===== config.mk =====
export PLATFORM = sky130hd
export DESIGN_NAME = framebuffer_integer_downscaler_unit
export DESIGN_NICKNAME = d
export VERILOG_FILES = /design/src/design/fbds_pkg.sv /design/src/design/framebuffer_integer_downscaler_unit.sv /design/src/design/fbds_fifo.sv /design/src/design/fbds_div.sv /design/src/design/fbds_front.sv /design/src/design/fbds_back.sv
export SDC_FILE = /design/constraint.sdc
export NUM_CORES = 1
export LEC_CHECK = 0
export ABC_AREA = 1
export BUFFER_PORTS_ARGS = -buffer_cell sky130_fd_sc_hd__buf_2
export CAP_MARGIN = 20
export CORE_UTILIZATION = 58
export DETAILED_ROUTE_END_ITERATION = 10
export GPL_ROUTABILITY_DRIVEN = 0
export HOLD_SLACK_MARGIN = 0.03
export MAX_ROUTING_LAYER = met4
export PLACE_DENSITY = 0.78
export RECOVER_POWER = 50
export SLEW_MARGIN = 20
export SYNTH_ARGS = -nofsm -noshare
export SYNTH_HDL_FRONTEND = slang
export SYNTH_HIERARCHICAL = 1
export SYNTH_SLANG_ARGS = --single-unit

===== constraint.sdc =====
create_clock -name clk -period 5.22 [get_ports clk]
set_clock_uncertainty 0.2 [all_clocks]
set_input_delay 0.522 -clock clk [delete_from_list [all_inputs] [get_ports clk]]
set_output_delay 0.522 -clock clk [all_outputs]
set_load 0.03 [all_outputs]

===== src/design/fbds_pkg.sv =====
// fbds_pkg: shared constants, register indexes and transaction types
// for the framebuffer downscaler; no dependencies
package fbds_pkg;

	// display and source size limits
	localparam int DISP_MAX = 1024;
	localparam int SRC_MAX  = 4096;

	// field widths
	localparam int COLOR_W    = 16;
	localparam int ADDR_W     = 20;
	localparam int DEST_W     = 11;
	localparam int DISP_W     = 11;
	localparam int SRC_W      = 13;
	localparam int SCALE_W    = 8;
	localparam int POS_W      = 12;
	localparam int COORD_W    = $clog2(DISP_MAX);
	localparam int CFG_DATA_W = 13;
	localparam int REG_IDX_W  = 3;
	localparam int DIV_W      = 14;

	// configuration register indexes
	localparam logic [REG_IDX_W-1:0] REG_DEST_X       = 3'd0;
	localparam logic [REG_IDX_W-1:0] REG_DEST_Y       = 3'd1;
	localparam logic [REG_IDX_W-1:0] REG_SRC_WIDTH    = 3'd2;
	localparam logic [REG_IDX_W-1:0] REG_SRC_HEIGHT   = 3'd3;
	localparam logic [REG_IDX_W-1:0] REG_SCALE_FACTOR = 3'd4;
	localparam logic [REG_IDX_W-1:0] REG_DISP_WIDTH   = 3'd5;
	localparam logic [REG_IDX_W-1:0] REG_DISP_HEIGHT  = 3'd6;

	// saturation point of the display position counters
	localparam logic signed [POS_W-1:0] TARGET_CAP = 12'sd2047;

	// geometry seen by the front end, sizes already clamped
	typedef struct packed {
		logic [DEST_W-1:0]  dest_x;
		logic [DEST_W-1:0]  dest_y;
		logic [SRC_W-1:0]   src_w;
		logic [SRC_W-1:0]   src_h;
		logic [DISP_W-1:0]  disp_w;
		logic [DISP_W-1:0]  disp_h;
		logic [SCALE_W-1:0] scale;
	} cfg_t;

	// one kept pixel on its way from front to back
	typedef struct packed {
		logic [COORD_W-1:0] row;
		logic [COORD_W-1:0] col;
		logic [COLOR_W-1:0] color;
	} pix_t;

endpackage


===== src/design/framebuffer_integer_downscaler_unit.sv =====
// framebuffer_integer_downscaler_unit: top level of the nearest-neighbour downscaler
// depends on fbds_pkg, fbds_fifo, fbds_div, fbds_front, fbds_back
//
// channel   | handshake        | payload
// ----------+------------------+-------------------------------
// pixel in  | push / full      | pixel_color, frame_start
// write out | pop / empty      | write_address, write_color
// config    | cfg_we (no wait) | cfg_index, cfg_data
//
// One source pixel per cycle is taken while full is low; a kept pixel reaches the
// result queue through a two-entry queue and the address multiply.
// After a register write, full stays high while the divider
// works out the automatic scale, one quotient bit a cycle.
// Reset leaves all registers at their reset values and the block ready at once.
// A stalled result side fills both queues, then raises full.
module framebuffer_integer_downscaler_unit (
	input  logic                            clk,
	input  logic                            arst_n,
	input  logic                            push,
	output logic                            full,
	input  logic [fbds_pkg::COLOR_W-1:0]    pixel_color,
	input  logic                            frame_start,
	output logic                            empty,
	input  logic                            pop,
	output logic [fbds_pkg::ADDR_W-1:0]     write_address,
	output logic [fbds_pkg::COLOR_W-1:0]    write_color,
	input  logic                            cfg_we,
	input  logic [fbds_pkg::REG_IDX_W-1:0]  cfg_index,
	input  logic [fbds_pkg::CFG_DATA_W-1:0] cfg_data
);
	localparam int PIX_W = $bits(fbds_pkg::pix_t);
	localparam int OUT_W = fbds_pkg::ADDR_W + fbds_pkg::COLOR_W;

	logic [fbds_pkg::DEST_W-1:0]  dest_x_q, dest_y_q;
	logic [fbds_pkg::SRC_W-1:0]   src_width_q, src_height_q;
	logic [fbds_pkg::SCALE_W-1:0] scale_factor_q, auto_scale;
	logic [fbds_pkg::DISP_W-1:0]  disp_width_q, disp_height_q;
	logic                         cfg_valid, start_q, div_busy, busy;
	fbds_pkg::cfg_t               cfg;
	logic [fbds_pkg::DIV_W-1:0]   dividend;
	logic                         accept, keep;
	fbds_pkg::pix_t               front_pix, mid_pix;
	logic [PIX_W-1:0]             mid_rdata;
	logic                         mid_full, mid_empty, mid_pop, out_push, out_full;
	logic [fbds_pkg::ADDR_W-1:0]  back_addr;
	logic [fbds_pkg::COLOR_W-1:0] back_color;
	logic [OUT_W-1:0]             out_rdata;

	assign cfg_valid = cfg_we && (cfg_index == fbds_pkg::REG_DEST_X
		|| cfg_index == fbds_pkg::REG_DEST_Y || cfg_index == fbds_pkg::REG_SRC_WIDTH
		|| cfg_index == fbds_pkg::REG_SRC_HEIGHT || cfg_index == fbds_pkg::REG_SCALE_FACTOR
		|| cfg_index == fbds_pkg::REG_DISP_WIDTH || cfg_index == fbds_pkg::REG_DISP_HEIGHT);

	// configuration registers
	always_ff @(posedge clk or negedge arst_n) begin
		if (!arst_n) begin
			dest_x_q       <= '0;
			dest_y_q       <= '0;
			src_width_q    <= 13'd320;
			src_height_q   <= 13'd240;
			scale_factor_q <= 8'd1;
			disp_width_q   <= 11'd320;
			disp_height_q  <= 11'd240;
			start_q        <= 1'b0;
		end else begin
			start_q <= cfg_valid;
			if (cfg_we) begin
				unique case (cfg_index)
					fbds_pkg::REG_DEST_X:       dest_x_q <= cfg_data[fbds_pkg::DEST_W-1:0];
					fbds_pkg::REG_DEST_Y:       dest_y_q <= cfg_data[fbds_pkg::DEST_W-1:0];
					fbds_pkg::REG_SRC_WIDTH:    src_width_q <= cfg_data;
					fbds_pkg::REG_SRC_HEIGHT:   src_height_q <= cfg_data;
					fbds_pkg::REG_SCALE_FACTOR: scale_factor_q <= cfg_data[fbds_pkg::SCALE_W-1:0];
					fbds_pkg::REG_DISP_WIDTH:   disp_width_q <= cfg_data[fbds_pkg::DISP_W-1:0];
					fbds_pkg::REG_DISP_HEIGHT:  disp_height_q <= cfg_data[fbds_pkg::DISP_W-1:0];
					default:                    ;
				endcase
			end
		end
	end

	// clamped geometry and effective scale
	always_comb begin
		cfg.dest_x = dest_x_q;
		cfg.dest_y = dest_y_q;
		cfg.src_w  = (src_width_q > fbds_pkg::SRC_W'(fbds_pkg::SRC_MAX))
			? fbds_pkg::SRC_W'(fbds_pkg::SRC_MAX) : src_width_q;
		cfg.src_h  = (src_height_q > fbds_pkg::SRC_W'(fbds_pkg::SRC_MAX))
			? fbds_pkg::SRC_W'(fbds_pkg::SRC_MAX) : src_height_q;
		cfg.disp_w = (disp_width_q > fbds_pkg::DISP_W'(fbds_pkg::DISP_MAX))
			? fbds_pkg::DISP_W'(fbds_pkg::DISP_MAX) : disp_width_q;
		cfg.disp_h = (disp_height_q > fbds_pkg::DISP_W'(fbds_pkg::DISP_MAX))
			? fbds_pkg::DISP_W'(fbds_pkg::DISP_MAX) : disp_height_q;
		cfg.scale  = (scale_factor_q != '0) ? scale_factor_q : auto_scale;
		dividend   = {1'b0, src_width_q} + fbds_pkg::DIV_W'(cfg.disp_w) - 1'b1;
	end

	// automatic scale, ceiling of source width over display width
	fbds_div u_div (
		.clk      (clk),
		.arst_n   (arst_n),
		.start    (start_q),
		.dividend (dividend),
		.divisor  (cfg.disp_w),
		.busy     (div_busy),
		.quot     (auto_scale)
	);

	assign busy   = start_q || div_busy;
	assign full   = mid_full || busy;
	assign accept = push && !full;

	// front end: counters and classification
	fbds_front u_front (
		.clk         (clk),
		.arst_n      (arst_n),
		.cfg         (cfg),
		.restart     (start_q),
		.accept      (accept),
		.pixel_color (pixel_color),
		.frame_start (frame_start),
		.keep        (keep),
		.pix         (front_pix)
	);

	// queue between front and back
	fbds_fifo #(
		.WIDTH (PIX_W),
		.DEPTH (2)
	) u_mid_fifo (
		.clk    (clk),
		.arst_n (arst_n),
		.push   (keep),
		.wdata  (front_pix),
		.full   (mid_full),
		.pop    (mid_pop),
		.rdata  (mid_rdata),
		.empty  (mid_empty)
	);

	assign mid_pix = mid_rdata;

	// back end: framebuffer address
	fbds_back u_back (
		.pix       (mid_pix),
		.mid_empty (mid_empty),
		.out_full  (out_full),
		.disp_w    (cfg.disp_w),
		.mid_pop   (mid_pop),
		.out_push  (out_push),
		.addr      (back_addr),
		.color     (back_color)
	);

	// result queue
	fbds_fifo #(
		.WIDTH (OUT_W),
		.DEPTH (2)
	) u_out_fifo (
		.clk    (clk),
		.arst_n (arst_n),
		.push   (out_push),
		.wdata  ({back_addr, back_color}),
		.full   (out_full),
		.pop    (pop),
		.rdata  (out_rdata),
		.empty  (empty)
	);

	assign write_address = out_rdata[OUT_W-1:fbds_pkg::COLOR_W];
	assign write_color   = out_rdata[fbds_pkg::COLOR_W-1:0];

	// a kept pixel is never offered to a full queue
	assert property (@(posedge clk) disable iff (!arst_n) keep |-> !mid_full)
		else $error("kept pixel pushed into full queue");

	// a register write holds off pixels while the scale is worked out
	assert property (@(posedge clk) disable iff (!arst_n) cfg_valid |=> full ##1 full)
		else $error("pixel input open right after register write");

	// the effective scale is never zero
	assert property (@(posedge clk) disable iff (!arst_n) !busy |-> cfg.scale != '0)
		else $error("zero effective scale");

	// the back end moves a transaction only into a queue with room
	assert property (@(posedge clk) disable iff (!arst_n) out_push |-> !out_full && !mid_empty)
		else $error("back end transfer without room");

endmodule


===== src/design/fbds_fifo.sv =====
// fbds_fifo: small register queue with push/full and pop/empty sides
// generic payload; no package dependency
module fbds_fifo #(
	parameter int WIDTH = 8,
	parameter int DEPTH = 2
) (
	input  logic             clk,
	input  logic             arst_n,
	input  logic             push,
	input  logic [WIDTH-1:0] wdata,
	output logic             full,
	input  logic             pop,
	output logic [WIDTH-1:0] rdata,
	output logic             empty
);
	localparam int PTR_W = (DEPTH > 1) ? $clog2(DEPTH) : 1;
	localparam int CNT_W = $clog2(DEPTH + 1);

	logic [WIDTH-1:0] mem_q [DEPTH];
	logic [PTR_W-1:0] wr_ptr_q, rd_ptr_q;
	logic [CNT_W-1:0] count_q;
	logic             do_push, do_pop;

	assign full    = (count_q == CNT_W'(DEPTH));
	assign empty   = (count_q == '0);
	assign do_push = push && !full;
	assign do_pop  = pop && !empty;
	assign rdata   = mem_q[rd_ptr_q];

	// storage
	always_ff @(posedge clk) begin
		if (do_push) begin
			mem_q[wr_ptr_q] <= wdata;
		end
	end

	// pointers and fill count
	always_ff @(posedge clk or negedge arst_n) begin
		if (!arst_n) begin
			wr_ptr_q <= '0;
			rd_ptr_q <= '0;
			count_q  <= '0;
		end else begin
			if (do_push) begin
				wr_ptr_q <= (wr_ptr_q == PTR_W'(DEPTH - 1)) ? '0 : wr_ptr_q + 1'b1;
			end
			if (do_pop) begin
				rd_ptr_q <= (rd_ptr_q == PTR_W'(DEPTH - 1)) ? '0 : rd_ptr_q + 1'b1;
			end
			if (do_push && !do_pop) begin
				count_q <= count_q + 1'b1;
			end else if (do_pop && !do_push) begin
				count_q <= count_q - 1'b1;
			end
		end
	end

endmodule


===== src/design/fbds_div.sv =====
// fbds_div: restoring divider, one quotient bit a cycle, for the automatic scale
// uses fbds_pkg for widths
module fbds_div (
	input  logic                         clk,
	input  logic                         arst_n,
	input  logic                         start,
	input  logic [fbds_pkg::DIV_W-1:0]   dividend,
	input  logic [fbds_pkg::DISP_W-1:0]  divisor,
	output logic                         busy,
	output logic [fbds_pkg::SCALE_W-1:0] quot
);
	localparam int CNT_W = $clog2(fbds_pkg::DIV_W);

	logic                         run_q;
	logic [CNT_W-1:0]             cnt_q;
	logic [fbds_pkg::DIV_W-1:0]   dvd_q, dvd_nx;
	logic [fbds_pkg::DISP_W-1:0]  div_q, rem_q, rem_nx;
	logic [fbds_pkg::DISP_W:0]    rem_sh, rem_sub;
	logic                         ge;
	logic [fbds_pkg::SCALE_W-1:0] quot_q, quot_sat;

	// one restoring step
	always_comb begin
		rem_sh  = {rem_q, dvd_q[fbds_pkg::DIV_W-1]};
		ge      = rem_sh >= {1'b0, div_q};
		rem_sub = rem_sh - {1'b0, div_q};
		rem_nx  = ge ? rem_sub[fbds_pkg::DISP_W-1:0] : rem_sh[fbds_pkg::DISP_W-1:0];
		dvd_nx  = {dvd_q[fbds_pkg::DIV_W-2:0], ge};
	end

	// saturate to the scale range, never below one
	always_comb begin
		priority if (dvd_nx[fbds_pkg::DIV_W-1:fbds_pkg::SCALE_W] != '0) begin
			quot_sat = '1;
		end else if (dvd_nx[fbds_pkg::SCALE_W-1:0] == '0) begin
			quot_sat = fbds_pkg::SCALE_W'(1);
		end else begin
			quot_sat = dvd_nx[fbds_pkg::SCALE_W-1:0];
		end
	end

	// iteration control
	always_ff @(posedge clk or negedge arst_n) begin
		if (!arst_n) begin
			run_q  <= 1'b0;
			cnt_q  <= '0;
			quot_q <= fbds_pkg::SCALE_W'(1);
		end else if (start) begin
			run_q <= 1'b1;
			cnt_q <= '0;
		end else if (run_q) begin
			cnt_q <= cnt_q + 1'b1;
			if (cnt_q == CNT_W'(fbds_pkg::DIV_W - 1)) begin
				run_q  <= 1'b0;
				quot_q <= quot_sat;
			end
		end
	end

	// operand registers
	always_ff @(posedge clk) begin
		if (start) begin
			dvd_q <= dividend;
			div_q <= divisor;
			rem_q <= '0;
		end else if (run_q) begin
			dvd_q <= dvd_nx;
			rem_q <= rem_nx;
		end
	end

	assign busy = run_q;
	assign quot = quot_q;

endmodule


===== src/design/fbds_front.sv =====
// fbds_front: position and phase counters, classifies each source pixel
// as kept or dropped; uses fbds_pkg
module fbds_front (
	input  logic                         clk,
	input  logic                         arst_n,
	input  fbds_pkg::cfg_t               cfg,
	input  logic                         restart,
	input  logic                         accept,
	input  logic [fbds_pkg::COLOR_W-1:0] pixel_color,
	input  logic                         frame_start,
	output logic                         keep,
	output fbds_pkg::pix_t               pix
);
	localparam int PW = fbds_pkg::POS_W;
	localparam int HW = fbds_pkg::SCALE_W;

	logic [PW-1:0]        col_q, row_q, col_c, row_c;
	logic [HW-1:0]        cph_q, rph_q, cph_c, rph_c;
	logic signed [PW-1:0] tcol_q, trow_q, tcol_c, trow_c;
	logic signed [PW-1:0] org_x, org_y;
	logic                 col_last, row_last, cph_wrap, rph_wrap;

	assign org_x = {cfg.dest_x[fbds_pkg::DEST_W-1], cfg.dest_x};
	assign org_y = {cfg.dest_y[fbds_pkg::DEST_W-1], cfg.dest_y};

	// current position, taken from the frame origin on a frame start
	always_comb begin
		if (frame_start) begin
			col_c  = '0;
			row_c  = '0;
			cph_c  = '0;
			rph_c  = '0;
			tcol_c = org_x;
			trow_c = org_y;
		end else begin
			col_c  = col_q;
			row_c  = row_q;
			cph_c  = cph_q;
			rph_c  = rph_q;
			tcol_c = tcol_q;
			trow_c = trow_q;
		end
	end

	// inside-display test and kept pixel
	always_comb begin
		keep = accept && !tcol_c[PW-1] && !trow_c[PW-1]
			&& (tcol_c[fbds_pkg::DISP_W-1:0] < cfg.disp_w)
			&& (trow_c[fbds_pkg::DISP_W-1:0] < cfg.disp_h);
		pix.row   = trow_c[fbds_pkg::COORD_W-1:0];
		pix.col   = tcol_c[fbds_pkg::COORD_W-1:0];
		pix.color = pixel_color;
	end

	// end of row, end of frame and end of block
	always_comb begin
		col_last = ({1'b0, col_c} + 13'd1) >= cfg.src_w;
		row_last = ({1'b0, row_c} + 13'd1) >= cfg.src_h;
		cph_wrap = ({1'b0, cph_c} + 9'd1) >= {1'b0, cfg.scale};
		rph_wrap = ({1'b0, rph_c} + 9'd1) >= {1'b0, cfg.scale};
	end

	// counter update
	always_ff @(posedge clk or negedge arst_n) begin
		if (!arst_n) begin
			col_q  <= '0;
			row_q  <= '0;
			cph_q  <= '0;
			rph_q  <= '0;
			tcol_q <= '0;
			trow_q <= '0;
		end else if (restart) begin
			col_q  <= '0;
			row_q  <= '0;
			cph_q  <= '0;
			rph_q  <= '0;
			tcol_q <= org_x;
			trow_q <= org_y;
		end else if (accept) begin
			if (col_last) begin
				col_q  <= '0;
				cph_q  <= '0;
				tcol_q <= org_x;
				if (row_last) begin
					row_q  <= '0;
					rph_q  <= '0;
					trow_q <= org_y;
				end else begin
					row_q <= row_c + 1'b1;
					if (rph_wrap) begin
						rph_q  <= '0;
						trow_q <= (trow_c == fbds_pkg::TARGET_CAP) ? trow_c : trow_c + PW'(1);
					end else begin
						rph_q  <= rph_c + 1'b1;
						trow_q <= trow_c;
					end
				end
			end else begin
				col_q  <= col_c + 1'b1;
				row_q  <= row_c;
				rph_q  <= rph_c;
				trow_q <= trow_c;
				if (cph_wrap) begin
					cph_q  <= '0;
					tcol_q <= (tcol_c == fbds_pkg::TARGET_CAP) ? tcol_c : tcol_c + PW'(1);
				end else begin
					cph_q  <= cph_c + 1'b1;
					tcol_q <= tcol_c;
				end
			end
		end
	end

endmodule


===== src/design/fbds_back.sv =====
// fbds_back: turns a kept pixel into a framebuffer write (row * width + column)
// uses fbds_pkg; feeds the result queue
module fbds_back (
	input  fbds_pkg::pix_t               pix,
	input  logic                         mid_empty,
	input  logic                         out_full,
	input  logic [fbds_pkg::DISP_W-1:0]  disp_w,
	output logic                         mid_pop,
	output logic                         out_push,
	output logic [fbds_pkg::ADDR_W-1:0]  addr,
	output logic [fbds_pkg::COLOR_W-1:0] color
);
	localparam int PROD_W = fbds_pkg::COORD_W + fbds_pkg::DISP_W;

	logic [PROD_W-1:0] prod;
	logic [PROD_W:0]   sum;

	// move one transaction whenever both queues allow it
	assign mid_pop  = !mid_empty && !out_full;
	assign out_push = mid_pop;

	// address; registered by the result queue
	always_comb begin
		prod  = PROD_W'(pix.row) * PROD_W'(disp_w);
		sum   = {1'b0, prod} + (PROD_W + 1)'(pix.col);
		addr  = sum[fbds_pkg::ADDR_W-1:0];
		color = pix.color;
	end

endmodule


==> flow_summary.yaml, run 1 <==
floorplanning:
  initial_core_util: 0.590
  die_y_um: 206
  core-area_um2: 41000
  std_cell_rows: 74
  pin_count: 76
  die_area_um2: 42500
  fp.dieW_um: 206
global_routing:
  grt-busiest-layer: "met2"
  grt_use_total: 0.293
  met2_usage: 0.482
  grt_max_degree: 90
  overflow: 0
  use_met1: 0.359
  antenna_found_initial: 2
  grtUsageMet3: 0.0377
  grt_pass1_vias: 20253
  grt_pass1_wl_um: 96300
sta:
  worstMarginPinSlew_ns: 2.67
  fin_ws_ns: -0.287
  hold_slack_ns: 0.0485
  slew_violations: 143
  finalHoldViolCount: 0
  max_freq_mhz: 182
  post-route-period-util: 1.05
  rsz0062_at_grt: "true"
  slew_headroom: -0.780
  setup_viol: 22
  period_needed_ns: 5.51
logic_synthesis:
  synth_top_area_frac: 0.210
  netlist_instances: 3035
  seq_area_frac_synth: 0.389
  syn_area_um2: 24200
  ys_ff_latch: 344
  synth_top_cells_by_count: "nand2_1, inv_1, edfxtp_1"
  yosys.area.top_type: "edfxtp_1"
  synth_area_leaders: "edfxtp_1, dfrtp_1, nand2_1"
  yosysWarnings: 6
  synth_edf_count: 169
  synthDistinctLibCells: 59
  synth_most_common_cell: "nand2_1"
  syn_nets: 3316
  async_flop_share: 0.477
  synthFlopType: "edfxtp_1"
  avgSynthCellArea_um2: 7.97
routing:
  antenna_left: 0
  wl_per_cell_um: 16.2
  vias: 20596
  via_per_inst: 5.51
  drt_wl_total_um: 60500
  drtIter0Drc: 1708
  drc_errors: 20
  dr.pass1.iters: 11
clock_network:
  cts_max_level: 2
  clk-insertion-delay-late_ns: 0.58
  cts_tree: "done"
  cts_sinks: 344
  cts_root_buf: "clkbuf_16"
  path_clk_slew_ns: 0.06
  clockBufferDepth: 3
  cts_made_buffers: 39
critical_path:
  rr_endpoint: "u_out_fifo/mem_q[0][31]"
  endpoint_kind: "flop"
  r2r_cells: 24
  critical_path_class: "reg2reg"
  cp-start-kind: "flop"
  cp_top_family: "adder cells"
  path_max_fanout: 6
  reg2reg_slack_ns: -0.29
  crit_chain: "nor2_1 > nand4_1 > o21ai_4 > buf_6 > nand2_4 > inv_6 > buf_6 > nand2_1 > fa_1 > inv_2 > fa_1 > fa_1 > fa_1 > inv_1 > fa_1 > inv_2 > ha_4 > nand2_4 > nor2_4 > buf_4 > buf_4 > nand3_1 > nand3_1 > nand2_1"
  worst-path-buf-inv: 8
  worstReg2RegStart: "disp_width_q[2]"
  cp.required_ns: 5.34
  max_stage_delay_ns: 0.55
  worstPathArrival_ns: 5.63
  cpMostUsedCell: "fa_1"
  slowest_stage: "fa_1"
pwr:
  pwr-share-seq: 0.235
  p_clk_frac: 0.156
  total_leakage_power_nw: 14.1
  vdd_ir_drop_max_mv: 0.726
  p_int_mw: 9.72
  swShare: 0.457
  p_per_area_nw_per_um2: 650
  p_switching_mw: 8.18
  pwr-share-comb: 0.610
flow_run:
  max-cap-violations: 2
min_path:
  holdCritStartpoint: "cfg_we"
  min_path_type: "in2reg"
  holdPathEnd: "start_q"
  hold_depth: 3
layout:
  drive_above_1_share: 0.150
  regArea_um2: 9420
  fin_util: 0.671
  syn_to_final_growth_pct: 13.8
  nNetsFinal: 3453
  multi_input_comb_area_um2: 12300
  num-fill-cells: 3130
run_status:
  status: "finished, violations left"
  violations: "design-rule violations, max-capacitance violations, max-slew violations, negative setup slack"
placed_design:
  portBuffers: 75
  dp_hpwl_um: 42200
[how the worst max path moves through the flow]
| stage | cells after the start | to | startpoint |
|---|---|---|---|
| 2_1_floorplan | 26 | u_out_fifo/mem_q[0][31] | disp_width_q[1] |
| 5_1_grt | 24 | u_out_fifo/mem_q[1][35] | disp_width_q[2] |
| 3_3_place_gp | 25 | u_out_fifo/mem_q[0][35] | disp_width_q[1] |
| 3_5_place_dp | 22 | u_out_fifo/mem_q[1][33] | disp_width_q[3] |
| 4_1_cts | 23 | u_out_fifo/mem_q[1][34] | disp_width_q[3] |
| 6_report | 24 | u_out_fifo/mem_q[0][31] | disp_width_q[2] |
[power groups by stage]
stage	logic, mW	clock network, mW	registers (mW)
2_1_floorplan	6.58	0	4.17
3_3_place_gp	8.70	0	4.22
3_5_place_dp	9.00	0	4.25
4_1_cts	9.50	2.83	4.20
5_1_grt	12.0	2.93	4.27
6_report	10.9	2.79	4.20
[layout make-up]
class                   count  area share
repair buffers            225      0.0590
clock inverters            26     0.00991
multi-input cells        1988       0.447
repair inverters            1    0.000227
flip-flops and latches    344       0.342
clock buffers              45      0.0370
inverters                 573      0.0802
well taps                 532      0.0242
diodes                      1   0.0000909
[metrics by stage]
stage / cell area (um^2) / total power [mW] / std cells / setup TNS (ns) / worst slack (ns)
floorplan: 24400 / 10.7 / 3035 / -0.0206 / -0.0103
global placement: 25400 / 12.9 / 3614 / -0.962 / -0.0870
detailed placement: 25400 / 13.2 / 3614 / -3.58 / -0.231
CTS: 27200 / 16.5 / 3719 / -0.153 / -0.0246
global route: 27500 / 19.2 / 3735 / -8.81 / -0.437
finish: 27500 / 17.9 / 3735 / -3.74 / -0.287
[cells by family after synthesis]
group | share of synthesized area
xor gates and xnor gates | 0.0206
adders and majority gates | 0.151
AOI/OAI and AO/OA | 0.0817
and+or+nand+nor | 0.235
buffers and inverters | 0.123
DFF | 0.389
[cell usage in the layout, fill, tap and decap left out, drive strengths merged, types with 5 or more instances in the layout]
master / count
dfrtp: 150
nand4: 52
clkinvlp: 5
o211ai: 10
buf: 185
nand2: 960
dfstp: 14
a22oi: 11
xnor2: 9
o221ai: 5
a21oi: 114
xor2: 48
dfxtp: 11
nand3: 129
dlygate4sd3: 19
o21ai: 173
clkinv: 15
o22ai: 14
clkbuf: 66
nor3: 19
ha: 162
edfxtp: 169
nand3b: 8
fa: 81
nor2: 170
inv: 576
[worst min-delay path, delay by kind of cell]
| kind | cells | cell delay [ns] |
|---|---|---|
| AO/OA/AOI/OAI | 1 | 0.05 |
| buffers and inverters | 2 | 0.19 |
[metal layers]
metal	vias up	wire (um)	part of all wire
li1	9788	-	-
met1	9728	24500	0.40
met2	867	29400	0.49
met3	213	4070	0.067
met4	0	2510	0.042
met5	-	0	0
[what timing repair did]
item                                   4_1_cts  5_1_grt
endpoints found under the hold margin      113        0
pin swaps                                   13       40
gates cloned                                 1        0
resized for setup                           62       80
hold buffers                                19        0
setup buffers                               14       15
setup endpoints to repair                   23       28
[state kept, by name, indices dropped and copies added (netlist names), 11 cells and up]
register	count
src_height_q	13
u_div/dvd_q	14
dest_x_q	11
u_front/row_q	12
u_front/tcol_q	12
u_out_fifo/mem_q	72
u_front/col_q	12
dest_y_q	11
src_width_q	13
u_front/trow_q	12
u_mid_fifo/mem_q	72
disp_height_q	11
u_div/rem_q	11
disp_width_q	11
u_div/div_q	11
No activity file was read; power rests on OpenSTA's default activity.
==> inputs of run 2 (changes only) <==
--- a/config.mk
+++ b/config.mk
@@ -8,15 +8,14 @@
 export ABC_AREA = 1
 export BUFFER_PORTS_ARGS = -buffer_cell sky130_fd_sc_hd__buf_2
 export CAP_MARGIN = 20
-export CORE_UTILIZATION = 58
+export CORE_UTILIZATION = 57
 export DETAILED_ROUTE_END_ITERATION = 10
 export GPL_ROUTABILITY_DRIVEN = 0
 export HOLD_SLACK_MARGIN = 0.03
 export MAX_ROUTING_LAYER = met4
-export PLACE_DENSITY = 0.78
+export PLACE_DENSITY = 0.77
 export RECOVER_POWER = 50
 export SLEW_MARGIN = 20
 export SYNTH_ARGS = -nofsm -noshare
 export SYNTH_HDL_FRONTEND = slang
-export SYNTH_HIERARCHICAL = 1
 export SYNTH_SLANG_ARGS = --single-unit
==> run 2 against run 1 <==
The flow finishes with violations (negative setup slack); sequential share of layout area grew 0.96 points; non-clock buffer count increased by 37; core utilization grew 1.8 points; final cell count fell by 7.4%; worst hold slack better by 0.023 ns; flip-flop and latch count unchanged; register-to-register slack lost 0.10 ns; first-iteration DRC count fell by 12%; worst setup slack worse by 0.10 ns; synthesized area fell by 6.8%; largest power group unchanged; total power increased by 2.5%.
==> flow_summary.yaml, run 2 <==
logic_synthesis:
  avgSynthCellArea_um2: 8.43
  synth_top_cells_by_count: "nand2_1, inv_1, nor2_1"
  yosys.area.top_type: "edfxtp_1"
  synthFlopType: "edfxtp_1"
  ys_ff_latch: 344
  synth_area_leaders: "edfxtp_1, dfrtp_1, nand2_1"
  syn_area_um2: 22600
  synthDistinctLibCells: 68
  syn_nets: 2958
  seq_area_frac_synth: 0.417
  yosysWarnings: 0
  synth_top_area_frac: 0.225
  async_flop_share: 0.477
  synth_most_common_cell: "nand2_1"
  netlist_instances: 2676
  synth_edf_count: 169
routing:
  drtIter0Drc: 1496
  antenna_left: 0
  drc_errors: 0
  vias: 19127
  wl_per_cell_um: 17.0
  drt_wl_total_um: 58900
  via_per_inst: 5.53
  dr.pass1.iters: 6
critical_path:
  worst-path-buf-inv: 9
  cp.required_ns: 5.35
  worstReg2RegStart: "disp_width_q[8]"
  cp-start-kind: "flop"
  endpoint_kind: "flop"
  max_stage_delay_ns: 0.55
  rr_endpoint: "u_out_fifo.mem_q[0][31]"
  critical_path_class: "reg2reg"
  slowest_stage: "dfstp_2"
  reg2reg_slack_ns: -0.39
  r2r_cells: 28
  path_max_fanout: 4
  cp_top_family: "adder cells"
  worstPathArrival_ns: 5.74
floorplanning:
  die_y_um: 201
  core-area_um2: 38800
  std_cell_rows: 72
  pin_count: 76
  fp.dieW_um: 201
  initial_core_util: 0.581
  die_area_um2: 40400
clock_network:
  clk-insertion-delay-late_ns: 0.59
  cts_max_level: 2
  cts_sinks: 344
  path_clk_slew_ns: 0.06
  cts_tree: "done"
  cts_root_buf: "clkbuf_16"
  clockBufferDepth: 3
  cts_made_buffers: 38
run_status:
  status: "finished, violations left"
  violations: "negative setup slack"
sta:
  hold_slack_ns: 0.0715
  slew_headroom: 0.309
  max_freq_mhz: 178
  setup_viol: 26
  final.setup.tns_ns: -7.41
  fin_ws_ns: -0.389
  finalHoldViolCount: 0
  worstMarginPinSlew_ns: 1.03
  slew_violations: 0
  period_needed_ns: 5.61
  rsz0062_at_grt: "true"
  post-route-period-util: 1.07
global_routing:
  antenna_found_initial: 0
  grt_use_total: 0.298
  grt_max_degree: 85
  overflow: 0
  grt_pass1_wl_um: 93400
  grt_pass1_vias: 18778
min_path:
  holdPathEnd: "src_width_q[11]"
  holdCritStartpoint: "cfg_data[11]"
  hold_depth: 3
  min_path_type: "in2reg"
layout:
  final_common_cell: "nand2_1"
  diodes: 0
  nNetsFinal: 3195
  largestRegisters: "u_mid_fifo.mem_q x72, u_out_fifo.mem_q x72, u_div.dvd_q x14"
  syn_to_final_growth_pct: 18.7
  layout_common_cells: "nand2_1, inv_1, o21ai_0"
  drive_above_1_share: 0.167
  fin_util: 0.690
  instances_no_fill: 3460
pwr:
  p_int_mw: 10.3
  swShare: 0.436
  total_leakage_power_nw: 13.0
  vdd_ir_drop_max_mv: 0.971
  pwr-share-seq: 0.231
  p_per_area_nw_per_um2: 685
  p_clk_frac: 0.157
  pwr-share-comb: 0.612
  p_switching_mw: 8.01
placed_design:
  dp_hpwl_um: 41900
  dpl.cell_count: 3345
  portBuffers: 75
flow_run:
  max-cap-violations: 0
## run 2: what timing repair did
item | 4_1_cts | 5_1_grt
hold buffers | 20 | 0
pin swaps | 38 | 28
setup endpoints to repair | 24 | 28
endpoints found under the hold margin | 108 | 0
gates resized for setup | 51 | 51
buffers inserted | 19 | 7
## run 2: cell type report
class | instances | area [um^2]
well taps | 518 | 648
fillers | 2864 | 12000
inverters | 437 | 1670
repair buffers | 262 | 1880
clock buffers | 48 | 1070
clock inverters | 21 | 265
multi-input cells | 1830 | 11800
flip-flops and latches | 344 | 9420
## run 2: kinds of logic after synthesis
| family | Yosys count | share of synthesized area |
|---|---|---|
| AND/OR/NAND/NOR | 1138 | 0.210 |
| buffers and inverters | 502 | 0.0880 |
| AO/OA/AOI/OAI | 377 | 0.0941 |
| flip-flops | 344 | 0.417 |
| adder cells (fa/ha/maj) | 244 | 0.162 |
| XOR/XNOR | 65 | 0.0252 |
| multiplexers | 6 | 0.00266 |
## run 2: how the worst max path moves through the flow
stage | from | endpoint | depth (start not counted)
after floorplan | disp_width_q[0] | u_out_fifo.mem_q[0][31] | 27
after global routing | disp_width_q[9] | u_out_fifo.mem_q[1][31] | 27
after global placement | disp_width_q[4] | u_out_fifo.mem_q[0][31] | 25
after CTS | disp_width_q[8] | u_out_fifo.mem_q[1][31] | 27
after detailed placement | disp_width_q[4] | u_out_fifo.mem_q[0][32] | 22
final | disp_width_q[8] | u_out_fifo.mem_q[0][31] | 28
## run 2: worst min-delay path, cell delays in order
cell	delay [ns]
buf_2	0.09
inv_1	0.09
o21ai_0	0.09
## run 2: power groups by stage
stage	Sequential (mW)	Combinational [mW]	Clock, mW
after floorplan	4.21	6.35	0
after global placement	4.26	9.03	0
after detailed placement	4.29	9.37	0
after CTS	4.24	10.1	2.91
after global routing	4.30	12.2	3.01
final	4.25	11.2	2.88
## run 2: metal layers
metal / track usage / share of wire / vias up / wire length, um
li1: - / - / 9102 / -
met1: 0.359 / 0.39 / 9128 / 23000
met2: 0.502 / 0.50 / 722 / 29400
met3: 0.0409 / 0.066 / 175 / 3880
met4: 0.129 / 0.045 / 0 / 2630
met5: - / 0 / - / 0
## run 2: stage by stage
step	area, um^2	worst slack, ns	total power [mW]
3_5_place_dp	24600	-0.314	13.7
2_1_floorplan	22800	-0.192	10.6
6_report	26800	-0.389	18.4
3_3_place_gp	24600	-0.247	13.3
5_1_grt	26800	-0.659	19.6
4_1_cts	26500	-0.223	17.2
